--- src/sv/fetm_pkg.sv ---
// Shared constants and types for the force effect table mixer.
`default_nettype none
package fetm_pkg;
    localparam int MAX_SLOTS = 32;
    localparam int SLOT_W    = 5;
    localparam int PWM_MAX   = 2047;
    localparam int DUTY_W    = 11;
    localparam int P_W       = 45;
    localparam int Q_W       = 22;
    localparam int SUM_W     = 26;
    localparam logic [12:0]    SCALE_K  = 13'd8027;
    localparam logic [P_W-1:0] ROUND_K  = P_W'(5000000);
    localparam logic [P_W-1:0] DIVISOR  = P_W'(10000000);

    localparam logic [2:0] MODE_CREATE = 3'd0;
    localparam logic [2:0] MODE_SETEFF = 3'd1;
    localparam logic [2:0] MODE_SETMAG = 3'd2;
    localparam logic [2:0] MODE_OPER   = 3'd3;
    localparam logic [2:0] MODE_FREE   = 3'd4;
    localparam logic [2:0] MODE_DEVICE = 3'd5;
    localparam logic [2:0] MODE_PLAY   = 3'd6;

    localparam logic [2:0] CMD_START = 3'd1;
    localparam logic [2:0] CMD_SOLO  = 3'd2;
    localparam logic [2:0] CMD_STOP  = 3'd3;
    localparam logic [2:0] CMD_EN    = 3'd1;
    localparam logic [2:0] CMD_DIS   = 3'd2;
    localparam logic [2:0] CMD_ALL   = 3'd3;

    localparam logic [3:0] KIND_NONE  = 4'd0;
    localparam logic [3:0] KIND_CONST = 4'd1;
    localparam logic [3:0] KIND_LAST  = 4'd11;

    localparam logic [1:0] ST_OK   = 2'd0;
    localparam logic [1:0] ST_TYPE = 2'd1;
    localparam logic [1:0] ST_FULL = 2'd2;

    typedef struct packed {
        logic vld;
        logic en;
        logic neg;
        logic last;
    } t_tag;

    typedef struct packed {
        logic [P_W-1:0] rem;
        logic [Q_W-1:0] q;
        t_tag           tag;
    } t_cell;
endpackage
`default_nettype wire

--- src/sv/fetm_div_cell.sv ---
// One quotient bit of the divide-by-ten-million chain.
`default_nettype none
module fetm_div_cell (
    input  wire logic           i_clk,
    input  wire logic           i_rst_n,
    input  wire logic [4:0]     i_shift,
    input  wire fetm_pkg::t_cell i_d,
    output fetm_pkg::t_cell     o_d
);
    import fetm_pkg::*;
    logic [P_W-1:0] w_div;
    logic           w_ge;
    t_cell          r_d;

    assign w_div = DIVISOR << i_shift;
    assign w_ge  = i_d.rem >= w_div;

    always_ff @(posedge i_clk) begin
        r_d.rem <= w_ge ? i_d.rem - w_div : i_d.rem;
        r_d.q   <= {i_d.q[Q_W-2:0], w_ge};
        r_d.tag <= i_d.tag;
        if (!i_rst_n) begin
            r_d.tag.vld <= 1'b0;
        end
    end
    assign o_d = r_d;
endmodule
`default_nettype wire

--- src/sv/fetm_term_pipe.sv ---
// Pipelined term of one slot: products, rounding and the divider cell chain.
`default_nettype none
module fetm_term_pipe (
    input  wire logic          i_clk,
    input  wire logic          i_rst_n,
    input  wire fetm_pkg::t_tag i_tag,
    input  wire logic [15:0]   i_mag,
    input  wire logic [7:0]    i_gain,
    input  wire logic [6:0]    i_pct,
    output fetm_pkg::t_tag     o_tag,
    output logic [fetm_pkg::Q_W-1:0] o_q
);
    import fetm_pkg::*;
    logic [15:0] w_abs;
    logic [23:0] r1;
    logic [6:0]  r1_pct;
    logic [30:0] r2;
    logic [P_W-2:0] w_scl;
    logic [P_W-1:0] r3;
    t_tag        r1_tag, r2_tag, r3_tag;
    t_cell       w_chain [Q_W+1];

    assign w_abs = i_mag[15] ? 16'(-i_mag) : i_mag;
    // full-width product of the 31-bit partial and the 13-bit scale
    assign w_scl = r2 * SCALE_K;

    always_ff @(posedge i_clk) begin
        r1     <= w_abs * i_gain;
        r1_pct <= i_pct;
        r1_tag <= i_tag;
        r2     <= r1 * r1_pct;
        r2_tag <= r1_tag;
        r3     <= {1'b0, w_scl} + ROUND_K;
        r3_tag <= r2_tag;
        if (!i_rst_n) begin
            r1_tag.vld <= 1'b0;
            r2_tag.vld <= 1'b0;
            r3_tag.vld <= 1'b0;
        end
    end

    assign w_chain[0] = '{rem: r3, q: '0, tag: r3_tag};

    for (genvar g = 0; g < Q_W; g++) begin : g_cell
        fetm_div_cell u_cell (
            .i_clk  (i_clk),
            .i_rst_n(i_rst_n),
            .i_shift(5'(Q_W - 1 - g)),
            .i_d    (w_chain[g]),
            .o_d    (w_chain[g+1])
        );
    end

    assign o_tag = w_chain[Q_W].tag;
    assign o_q   = w_chain[Q_W].q;
endmodule
`default_nettype wire

--- src/sv/force_effect_table_mixer.sv ---
// Top level: slot table, request sequencer, term accumulation and result register.
// Table writes and device commands go straight to the result state; create first walks
// the table, and a play tick issues one slot a cycle into the term pipe, then drains it.
// Throughput: one item at a time; the next is taken once the result is registered.
// The result register holds while o_m_tvalid waits; one more request is taken and waits in S_WR.
// Synchronous active-low reset clears the table, flags, duties and held status.
`default_nettype none
module force_effect_table_mixer (
    input  wire logic        i_clk,
    input  wire logic        i_rst_n,
    input  wire logic        i_cfg_we,
    input  wire logic [7:0]  i_cfg_wdata,
    input  wire logic        i_s_tvalid,
    output logic             o_s_tready,
    // slot[5:0], effect_type[9:6], effect_gain[16:10], magnitude[32:17], command[35:33]
    input  wire logic [39:0] i_s_tdata,
    // mode[2:0]
    input  wire logic [2:0]  i_s_tuser,
    output logic             o_m_tvalid,
    input  wire logic        i_m_tready,
    // new_slot[5:0], load_status[7:6], left_drive[18:8], right_drive[29:19], actuator_on[30]
    output logic [31:0]      o_m_tdata
);
    import fetm_pkg::*;

    localparam logic [2:0] S_IDLE  = 3'd0;
    localparam logic [2:0] S_FIND  = 3'd1;
    localparam logic [2:0] S_ISSUE = 3'd2;
    localparam logic [2:0] S_DRAIN = 3'd3;
    localparam logic [2:0] S_WR    = 3'd4;

    logic [3:0]  r_kind [MAX_SLOTS];
    logic [6:0]  r_pct  [MAX_SLOTS];
    logic [15:0] r_frc  [MAX_SLOTS];
    logic [MAX_SLOTS-1:0] r_run;
    logic [7:0]  r_gain;
    logic        r_en;
    logic [DUTY_W-1:0] r_left, r_right;
    logic [5:0]  r_found;
    logic [1:0]  r_status;
    logic [2:0]  r_state;
    logic [SLOT_W-1:0] r_idx;
    logic signed [SUM_W-1:0] r_sum;
    logic        r_ovalid;
    logic [31:0] r_odata;

    logic        w_acc;
    logic [2:0]  w_mode;
    logic [5:0]  w_slot;
    logic [3:0]  w_type;
    logic [6:0]  w_pg;
    logic [15:0] w_mag;
    logic [2:0]  w_cmd;
    logic        w_valid;
    logic [SLOT_W-1:0] w_sidx;
    t_tag        w_itag, w_otag;
    logic [Q_W-1:0] w_q;
    logic signed [SUM_W-1:0] w_term, w_fsum;
    logic        w_free;

    assign w_mode  = i_s_tuser;
    assign w_slot  = i_s_tdata[5:0];
    assign w_type  = i_s_tdata[9:6];
    assign w_pg    = i_s_tdata[16:10];
    assign w_mag   = i_s_tdata[32:17];
    assign w_cmd   = i_s_tdata[35:33];
    assign w_valid = (w_slot >= 6'd1) && (w_slot <= 6'(MAX_SLOTS));
    assign w_sidx  = SLOT_W'(w_slot - 6'd1);

    assign o_s_tready = (r_state == S_IDLE);
    assign w_acc      = i_s_tvalid && o_s_tready;
    assign w_free     = !r_ovalid || i_m_tready;

    assign w_itag = '{vld:  r_state == S_ISSUE,
                      en:   r_kind[r_idx] == KIND_CONST && r_run[r_idx],
                      neg:  r_frc[r_idx][15],
                      last: r_idx == SLOT_W'(MAX_SLOTS - 1)};

    fetm_term_pipe u_pipe (
        .i_clk  (i_clk),
        .i_rst_n(i_rst_n),
        .i_tag  (w_itag),
        .i_mag  (r_frc[r_idx]),
        .i_gain (r_gain),
        .i_pct  (r_pct[r_idx]),
        .o_tag  (w_otag),
        .o_q    (w_q)
    );

    assign w_term = !w_otag.en ? '0 :
                    w_otag.neg ? -SUM_W'(w_q) : SUM_W'(w_q);
    assign w_fsum = r_sum + w_term;

    always_ff @(posedge i_clk) begin
        if (!i_rst_n) begin
            for (int k = 0; k < MAX_SLOTS; k++) begin
                r_kind[k] <= KIND_NONE;
                r_pct[k]  <= '0;
                r_frc[k]  <= '0;
            end
            r_run    <= '0;
            r_gain   <= '0;
            r_en     <= 1'b0;
            r_left   <= '0;
            r_right  <= '0;
            r_found  <= '0;
            r_status <= ST_OK;
            r_state  <= S_IDLE;
            r_idx    <= '0;
            r_sum    <= '0;
            r_ovalid <= 1'b0;
        end else begin
            if (i_cfg_we) begin
                r_gain <= i_cfg_wdata;
            end
            if (r_state == S_WR && w_free) begin
                r_ovalid <= 1'b1;
            end else if (o_m_tvalid && i_m_tready) begin
                r_ovalid <= 1'b0;
            end
            case (r_state)
                S_IDLE: begin
                    if (w_acc) begin
                        r_idx <= '0;
                        if (w_mode == MODE_CREATE && w_type >= KIND_CONST &&
                            w_type <= KIND_LAST) begin
                            r_state <= S_FIND;
                        end else if (w_mode == MODE_PLAY && r_en) begin
                            r_state <= S_ISSUE;
                        end else begin
                            r_state <= S_WR;
                        end
                        case (w_mode)
                            MODE_CREATE: begin
                                if (!(w_type >= KIND_CONST && w_type <= KIND_LAST)) begin
                                    r_found  <= '0;
                                    r_status <= ST_TYPE;
                                end
                            end
                            MODE_SETEFF: begin
                                if (w_valid) begin
                                    r_kind[w_sidx] <= w_type;
                                    r_pct[w_sidx]  <= w_pg;
                                end
                            end
                            MODE_SETMAG: begin
                                if (w_valid) begin
                                    r_frc[w_sidx] <= w_mag;
                                end
                            end
                            MODE_OPER: begin
                                if (w_valid) begin
                                    if (w_cmd == CMD_START) begin
                                        r_run[w_sidx] <= 1'b1;
                                    end else if (w_cmd == CMD_SOLO) begin
                                        r_run <= MAX_SLOTS'(1) << w_sidx;
                                    end else if (w_cmd == CMD_STOP) begin
                                        r_run[w_sidx] <= 1'b0;
                                    end
                                end
                            end
                            MODE_FREE: begin
                                if (w_valid) begin
                                    r_run[w_sidx]  <= 1'b0;
                                    r_kind[w_sidx] <= KIND_NONE;
                                    r_pct[w_sidx]  <= '0;
                                    r_frc[w_sidx]  <= '0;
                                end
                            end
                            MODE_DEVICE: begin
                                if (w_cmd == CMD_EN) begin
                                    r_en <= 1'b1;
                                end else if (w_cmd == CMD_DIS) begin
                                    r_run   <= '0;
                                    r_en    <= 1'b0;
                                    r_left  <= '0;
                                    r_right <= '0;
                                end else if (w_cmd == CMD_ALL) begin
                                    r_run <= '0;
                                end
                            end
                            MODE_PLAY: begin
                                r_left  <= '0;
                                r_right <= '0;
                                r_sum   <= '0;
                            end
                            default: begin
                            end
                        endcase
                    end
                end
                S_FIND: begin
                    // walk the table for the first free slot
                    if (r_kind[r_idx] == KIND_NONE) begin
                        r_found  <= 6'(r_idx) + 6'd1;
                        r_status <= ST_OK;
                        r_state  <= S_WR;
                    end else if (r_idx == SLOT_W'(MAX_SLOTS - 1)) begin
                        r_found  <= '0;
                        r_status <= ST_FULL;
                        r_state  <= S_WR;
                    end
                    r_idx <= r_idx + 1'b1;
                end
                S_ISSUE, S_DRAIN: begin
                    if (r_state == S_ISSUE) begin
                        r_idx <= r_idx + 1'b1;
                        if (w_itag.last) begin
                            r_state <= S_DRAIN;
                        end
                    end
                    if (w_otag.vld) begin
                        r_sum <= w_fsum;
                        if (w_otag.last) begin
                            if (w_fsum > 0) begin
                                r_left <= (w_fsum > SUM_W'(PWM_MAX)) ?
                                          DUTY_W'(PWM_MAX) : w_fsum[DUTY_W-1:0];
                            end else if (w_fsum < 0) begin
                                r_right <= (-w_fsum > SUM_W'(PWM_MAX)) ?
                                           DUTY_W'(PWM_MAX) : DUTY_W'(-w_fsum);
                            end
                            r_state <= S_WR;
                        end
                    end
                end
                S_WR: begin
                    // hold until the result register is free
                    if (w_free) begin
                        r_state <= S_IDLE;
                    end
                end
                default: begin
                    r_state <= S_IDLE;
                end
            endcase
        end
    end

    always_ff @(posedge i_clk) begin
        if (r_state == S_WR && w_free) begin
            r_odata <= {1'b0, r_en, r_right, r_left, r_status, r_found};
        end
    end

    assign o_m_tvalid = r_ovalid;
    assign o_m_tdata  = r_odata;

    a_one_side: assert property (@(posedge i_clk) disable iff (!i_rst_n)
        (r_left == '0) || (r_right == '0))
        else $error("both bridge sides driven");
    a_off_quiet: assert property (@(posedge i_clk) disable iff (!i_rst_n)
        !r_en |-> (r_left == '0 && r_right == '0))
        else $error("drive while actuators disabled");
    a_found_ok: assert property (@(posedge i_clk) disable iff (!i_rst_n)
        (r_found != '0) |-> (r_status == ST_OK && r_found <= 6'(MAX_SLOTS)))
        else $error("found slot inconsistent with status");
    a_drain_end: assert property (@(posedge i_clk) disable iff (!i_rst_n)
        (r_state == S_DRAIN && w_otag.vld && w_otag.last) |=> (r_state == S_WR))
        else $error("play tick did not close");
endmodule
`default_nettype wire

--- config.mk ---
export PLATFORM = sky130hd
export DESIGN_NAME = force_effect_table_mixer
export DESIGN_NICKNAME = d
export VERILOG_FILES = /design/src/sv/fetm_pkg.sv /design/src/sv/fetm_div_cell.sv /design/src/sv/fetm_term_pipe.sv /design/src/sv/force_effect_table_mixer.sv
export SDC_FILE = /design/constraint.sdc
export NUM_CORES = 2
export LEC_CHECK = 0
export ABC_AREA = 1
export BUFFER_PORTS_ARGS = -buffer_cell sky130_fd_sc_hd__buf_2
export CAP_MARGIN = 25
export CORE_MARGIN = 2
export CORE_UTILIZATION = 45
export DETAILED_ROUTE_END_ITERATION = 6
export GPL_TIMING_DRIVEN = 0
export HOLD_SLACK_MARGIN = 0.03
export PLACE_DENSITY_LB_ADDON = 0.08
export RECOVER_POWER = 50
export SETUP_SLACK_MARGIN = 0.3
export SYNTH_ARGS = -nofsm -noshare
export SYNTH_HDL_FRONTEND = slang
export SYNTH_SLANG_ARGS = --single-unit
--- constraint.sdc ---
create_clock -name i_clk -period 11.2 [get_ports i_clk]
set_clock_uncertainty 0.1 [all_clocks]
set_input_delay 0.56 -clock i_clk [delete_from_list [all_inputs] [get_ports i_clk]]
set_output_delay 0.56 -clock i_clk [all_outputs]
set_load 0.05 [all_outputs]
# Word level (Yosys, flattened, before mapping)
# Memory sizes are Yosys's and may differ from the RTL's. A register that Yosys moved wholly into a read port is not among the register bits.
# Index checks and enable logic that the tools add are counted.
# word_totals
ff_bits,1535
ramBits,864
inputBits,56
output_inout_bits,34
word_cells,420
n_memories,3
# mem_list
memory,depth,width,rd,rd_clocked_by_memory_dff,wr,line,text
r_frc,32,16,1,1,32,force_effect_table_mixer.sv:34,logic [15:0] r_frc [MAX_SLOTS];
r_pct,32,7,1,1,32,force_effect_table_mixer.sv:33,logic [6:0] r_pct [MAX_SLOTS];
r_kind,32,4,1,1,32,force_effect_table_mixer.sv:32,logic [3:0] r_kind [MAX_SLOTS];
# op_classes
n_addsub,29
multipliers,3
magnitude_cmp,33
eq_ne,35
n_shift,1
mux,119
bitwise,6
n_reduce_logical,33
# ops
operator,n
two-way mux 45 bit,21
two-way mux 32 bit,8
two-way mux 11 bit,12
two-way mux 26 bit,5
case mux 32 bit (3 select lines),1
case mux 11 bit (2 select lines),3
> comparator 26 x 12 -> 1 bit (second input constant),2
case mux 26 bit (2 select lines),1
two-way mux 16 bit,3
adder 44 x 23 -> 45 bit (second input constant),1
greater-or-equal comparator 45 x 24 -> 1 bit (second input constant),1
greater-or-equal comparator 45 x 25 -> 1 bit (second input constant),1
greater-or-equal comparator 45 x 26 -> 1 bit (second input constant),1
greater-or-equal comparator 45 x 27 -> 1 bit (second input constant),1
greater-or-equal comparator 45 x 28 -> 1 bit (second input constant),1
greater-or-equal comparator 45 x 29 -> 1 bit (second input constant),1
greater-or-equal comparator 45 x 30 -> 1 bit (second input constant),1
greater-or-equal comparator 45 x 31 -> 1 bit (second input constant),1
greater-or-equal comparator 45 x 32 -> 1 bit (second input constant),1
greater-or-equal comparator 45 x 33 -> 1 bit (second input constant),1
greater-or-equal comparator 45 x 34 -> 1 bit (second input constant),1
greater-or-equal comparator 45 x 35 -> 1 bit (second input constant),1
greater-or-equal comparator 45 x 36 -> 1 bit (second input constant),1
greater-or-equal comparator 45 x 37 -> 1 bit (second input constant),1
other kinds (92),188

# Logic depth before layout (Yosys ltp)
# logic_depth
depth_word,12
ltp_mapped,38
mapped_depth_nobuf,37

# By module
# From an unflattened synthesis, not the netlist that was laid out.
# hier_totals
hier_cells,28694
hier_area_um2,193379.2
# modules_own_cells
mod,instances,cells_each,area_per_inst_um2,seq_area_each_um2
fetm_div_cell at u_pipe.g_cell[0].u_cell ...,11,942,5631.7,1421.4
force_effect_table_mixer,1,5012,47312.9,29097.9
fetm_div_cell at u_pipe.g_cell[2].u_cell ...,8,957,5615.4,1421.4
fetm_term_pipe,1,2845,22582.9,2382.3
fetm_div_cell at u_pipe.g_cell[21].u_cell,1,935,5561.6,1421.4
fetm_div_cell at u_pipe.g_cell[15].u_cell,1,942,5527.8,1421.4
fetm_div_cell at u_pipe.g_cell[10].u_cell,1,942,5522.8,1421.4

# Worst setup path after synthesis
# No wires, ideal clock.
# synth_timing
path_type,reg2reg
from,register (tool-made name)
to,register u_pipe.r1[17]
setup_ns,0.072
arrival_ns,6.086
t_required_ns,11.028
slack_ns,4.943
stages_incl_launch_ff,30
n_path_buf,2
synth_period_minus_slack_ns,6.257
cell_sequence,dfxtp_1 buf_4 inv_2 clkbuf_1 o21ai_0 o221ai_1 nand3_1 nand3_1 nand2_2 ha_1 or2_2 xor2_1 inv_1 nor2_1 fa_1 fa_1 inv_1 fa_1 inv_1 fa_1 ha_1 nand2_1 o21ai_0 a21oi_1 o21bai_1 a21oi_1 o21ai_0 a31oi_1 o21ai_0 xor2_1
# synth_lines
item,line,text
to (signal assigned),fetm_term_pipe.sv:28,r1 <= w_abs * i_gain;
to (decl),fetm_term_pipe.sv:15,logic [23:0] r1;

==> flow_summary.yaml <==
outcome:
  run_status: "complete, but fails checks"
  violations: "max-capacitance violations, max-slew violations"
synth:
  synthTopCellsByCount: "nor2_1 (2,147), dfxtp_1 (1,509), nand2_1 (1,489), inv_1 (1,456), edfxtp_1 (895)"
  synthTopCellsByArea: "dfxtp_1 (27%), edfxtp_1 (24%), fa_1 (7.6%)"
  synth_most_common_cell: "nor2_1"
  ys_ff_latch: 2404
  ys.flop_type: "dfxtp_1"
  syn_area_sq_um: 111000
  synth_area_leader_cell: "dfxtp_1"
  ys_async_sr_fraction_pct: 0
  postSynthCellCount: 11818
  avgSynthCellArea_sq_um: 9.39
  synthesis.nets: 12626
  synth_cell_types: 76
  synth_edf_count: 895
  yosysWarnings: 0
  yosysTopAreaCellShare_pct: 27.2
  synth_seq_area_share_pct: 51.4
global_route:
  grt_overflow: 0
  grt_max_degree: 32
  grt_use_total_pct: 26.4
  grt_pass1_wl_microns: 503000
  antenna_found_initial: 12
  grt_pass1_vias: 83056
critical_path:
  cp-start-kind: "register"
  path_class: "reg -> reg"
  crit_end: "u_pipe.r1[17]$_DFF_P_"
  critPathMaxFanout: 11
  crit_slowest_cell: "clkbuf_1"
  timing.rr.end: "u_pipe.r1[17]$_DFF_P_"
  cp-end-kind: "register"
  path_common_cell: "o21ai_0"
  critPathMaxStageDelay_ns: 0.97
  rrSetupSlack_ns: 2.08
  worstPathArrival_ns: 9.86
  r2r_cells: 28
  cp.required_ns: 11.94
clocking:
  clk_path_buf_depth: 4
  cts_max_level: 5
  cts_tree: "yes"
  path_clk_slew_ns: 0.07
  numCtsBuffers: 279
  cts.repair.resized: 0
  clk_latency_ns: 0.94
  cts-root-buf: "clkbuf_16"
  clock-sinks: 2404
route:
  routedWlPerCell_microns: 21.4
  drt_iter0_drc: 8216
  vias: 84008
  drc_errors: 0
  antenna_left: 0
  vias_per_cell: 5.35
  drtPass1Iterations: 6
  routed_wl_microns: 336000
sta:
  rsz0062_at_grt: "no"
  setup_viol: 0
  worst_pin_slew_ns: 2.49
  fin_crit_sh_pct: 81.4
  maxSlewViolCount: 44
  hold_ws_ns: 0.107
  hold_viol_final: 0
  fin_crit_ns: 9.12
  clock.fmax_ghz: 0.110
  final.setup.tns_ns: 0
  maxSlewHeadroom_pct: -66.9
  setup_ws_ns: 2.08
cells_and_area:
  fillCellCount: 22867
  fin_nets: 13074
  final_layout_size_suffix_gt1_share_pct: 6.35
  area_growth_pct: 13.1
floorplanning:
  dieArea_sq_um: 251000
  fp.dieH_microns: 501
  rows: 182
  die_x_microns: 501
  coreArea_sq_um: 246000
  start_util_pct: 45.2
  io_pins: 90
placed_design:
  dp_slack_ns: 2.80
  dp_hpwl_microns: 250000
  routabilityCongestion: 0.962
  port_buffers: 83
hold_path:
  holdPathStages: 3
  hold_class: "in -> reg"
flow_run:
  drv_cap: 3
==> cell families (layout without fill, tap and decap cells) <==
family | after synthesis | in the layout | share of synthesized area (%)
AND/OR/NAND/NOR | 4635 | 4635 | 17.5
AO/OA/AOI/OAI | 1465 | 1465 | 7.83
other | 1 | 41 | 0.00338
XOR/XNOR | 628 | 628 | 5.01
buffers and inverters | 1933 | 2571 | 6.89
adder cells (fa/ha/maj) | 752 | 752 | 11.3
flip-flops | 2404 | 2404 | 51.4
==> registers in the layout, summed over array words and instances (netlist names), 5 cells and up, named ones only <==
name / cells
r_run: 32
r_gain: 8
u_pipe.r3: 45
r_idx: 5
o_m_tdata: 31
u_pipe.r1_pct: 7
r_frc: 512
r_kind: 128
u_pipe.r2: 31
r_right: 11
r_sum: 26
u_pipe.r1: 24
r_found: 6
r_pct: 224
u_pipe.g_cell.u_cell.o_d: 1279
r_left: 11
==> metal layers <==
metal	global-route usage (%)	part of all wire [%]	vias to the layer above	routed length [microns]
li1	-	-	39470	-
met3	5.64	9.1	799	30500
met2	42.5	45	3637	153000
met5	0	0.079	-	267
met1	34.1	41	40098	136000
met4	12.0	4.9	4	16500
==> metrics by stage <==
stage	utilization [%]	instance area, sq um	cells
2_1_floorplan	-	111000	11818
3_3_place_gp	47.0	115000	15121
3_5_place_dp	47.4	116000	15165
4_1_cts	51.1	126000	15672
5_1_grt	51.1	125000	15705
6_report	51.1	125000	15716
==> critical path, delay by kind of cell, from the launching register on <==
| kind | cells | cell delay (ns) |
|---|---|---|
| xor+xnor | 1 | 0.16 |
| buf+inv | 7 | 2.37 |
| fa+ha+maj | 5 | 2.42 |
| simple gates | 5 | 0.66 |
| flops | 1 | 0.43 |
| compound gates | 10 | 2.84 |
==> placed cells by master (no fill, tap or decap), types with 25 or more instances in the layout <==
cell type      count
a21oi_1          343
a31oi_1           52
buf_1             59
buf_2            140
buf_6             25
clkbuf_1         348
clkbuf_16        286
clkbuf_8          36
clkinv_1          30
clkinv_2          36
dfxtp_1         1509
diode_2           40
dlygate4sd3_1     36
edfxtp_1         895
fa_1             419
ha_1             333
inv_1           1457
nand2_1         1491
nand2_2           51
nand3_1          368
nand4_1          120
nor2_1          2149
nor3_1           180
nor4_1           164
o211ai_1          26
o21ai_0          589
o21ai_1           70
o221ai_1         165
o22ai_1           49
o31ai_1           28
xnor2_1          177
xor2_1           443
==> repair_timing <==
| item | CTS | global route |
|---|---|---|
| hold endpoints to repair | 41 | 0 |
| setup endpoints to repair | 0 | 0 |
| buffers inserted | 0 | 0 |
| hold buffers | 36 | 0 |
==> worst min-delay path by stage <==
stage,startpoint,end
final,i_s_tdata[31],r_frc[30][14]$_SDFFCE_PN0P_
after global routing,i_s_tdata[31],r_frc[30][14]$_SDFFCE_PN0P_
after CTS,i_s_tdata[9],r_kind[0][3]$_SDFFCE_PN0P_
after detailed placement,u_pipe.g_cell[10].u_cell.o_d[14]$_DFF_P_,u_pipe.g_cell[11].u_cell.o_d[15]$_DFF_P_
after global placement,u_pipe.g_cell[4].u_cell.o_d[7]$_DFF_P_,u_pipe.g_cell[5].u_cell.o_d[8]$_DFF_P_
after floorplan,u_pipe.r3_tag[0]$_DFF_P_,u_pipe.g_cell[0].u_cell.o_d[0]$_DFF_P_
==> cell type report <==
cell class / instances / area, sq um / share of cell area [%]
multi-input combinational: 7481 / 46200 / 36.8
inverter: 1492 / 5600 / 4.46
tap: 3220 / 4030 / 3.21
buffer: 441 / 2010 / 1.60
sequential: 2404 / 57100 / 45.5
antenna: 40 / 100 / 0.0798
timing repair buffer: 167 / 1630 / 1.30
clock buffer: 378 / 7870 / 6.27
clock inverter: 93 / 945 / 0.753
Power is left out: the tool's default activity adds up to more than one toggle a clock period on the data nets, which glitch-free logic cannot reach.
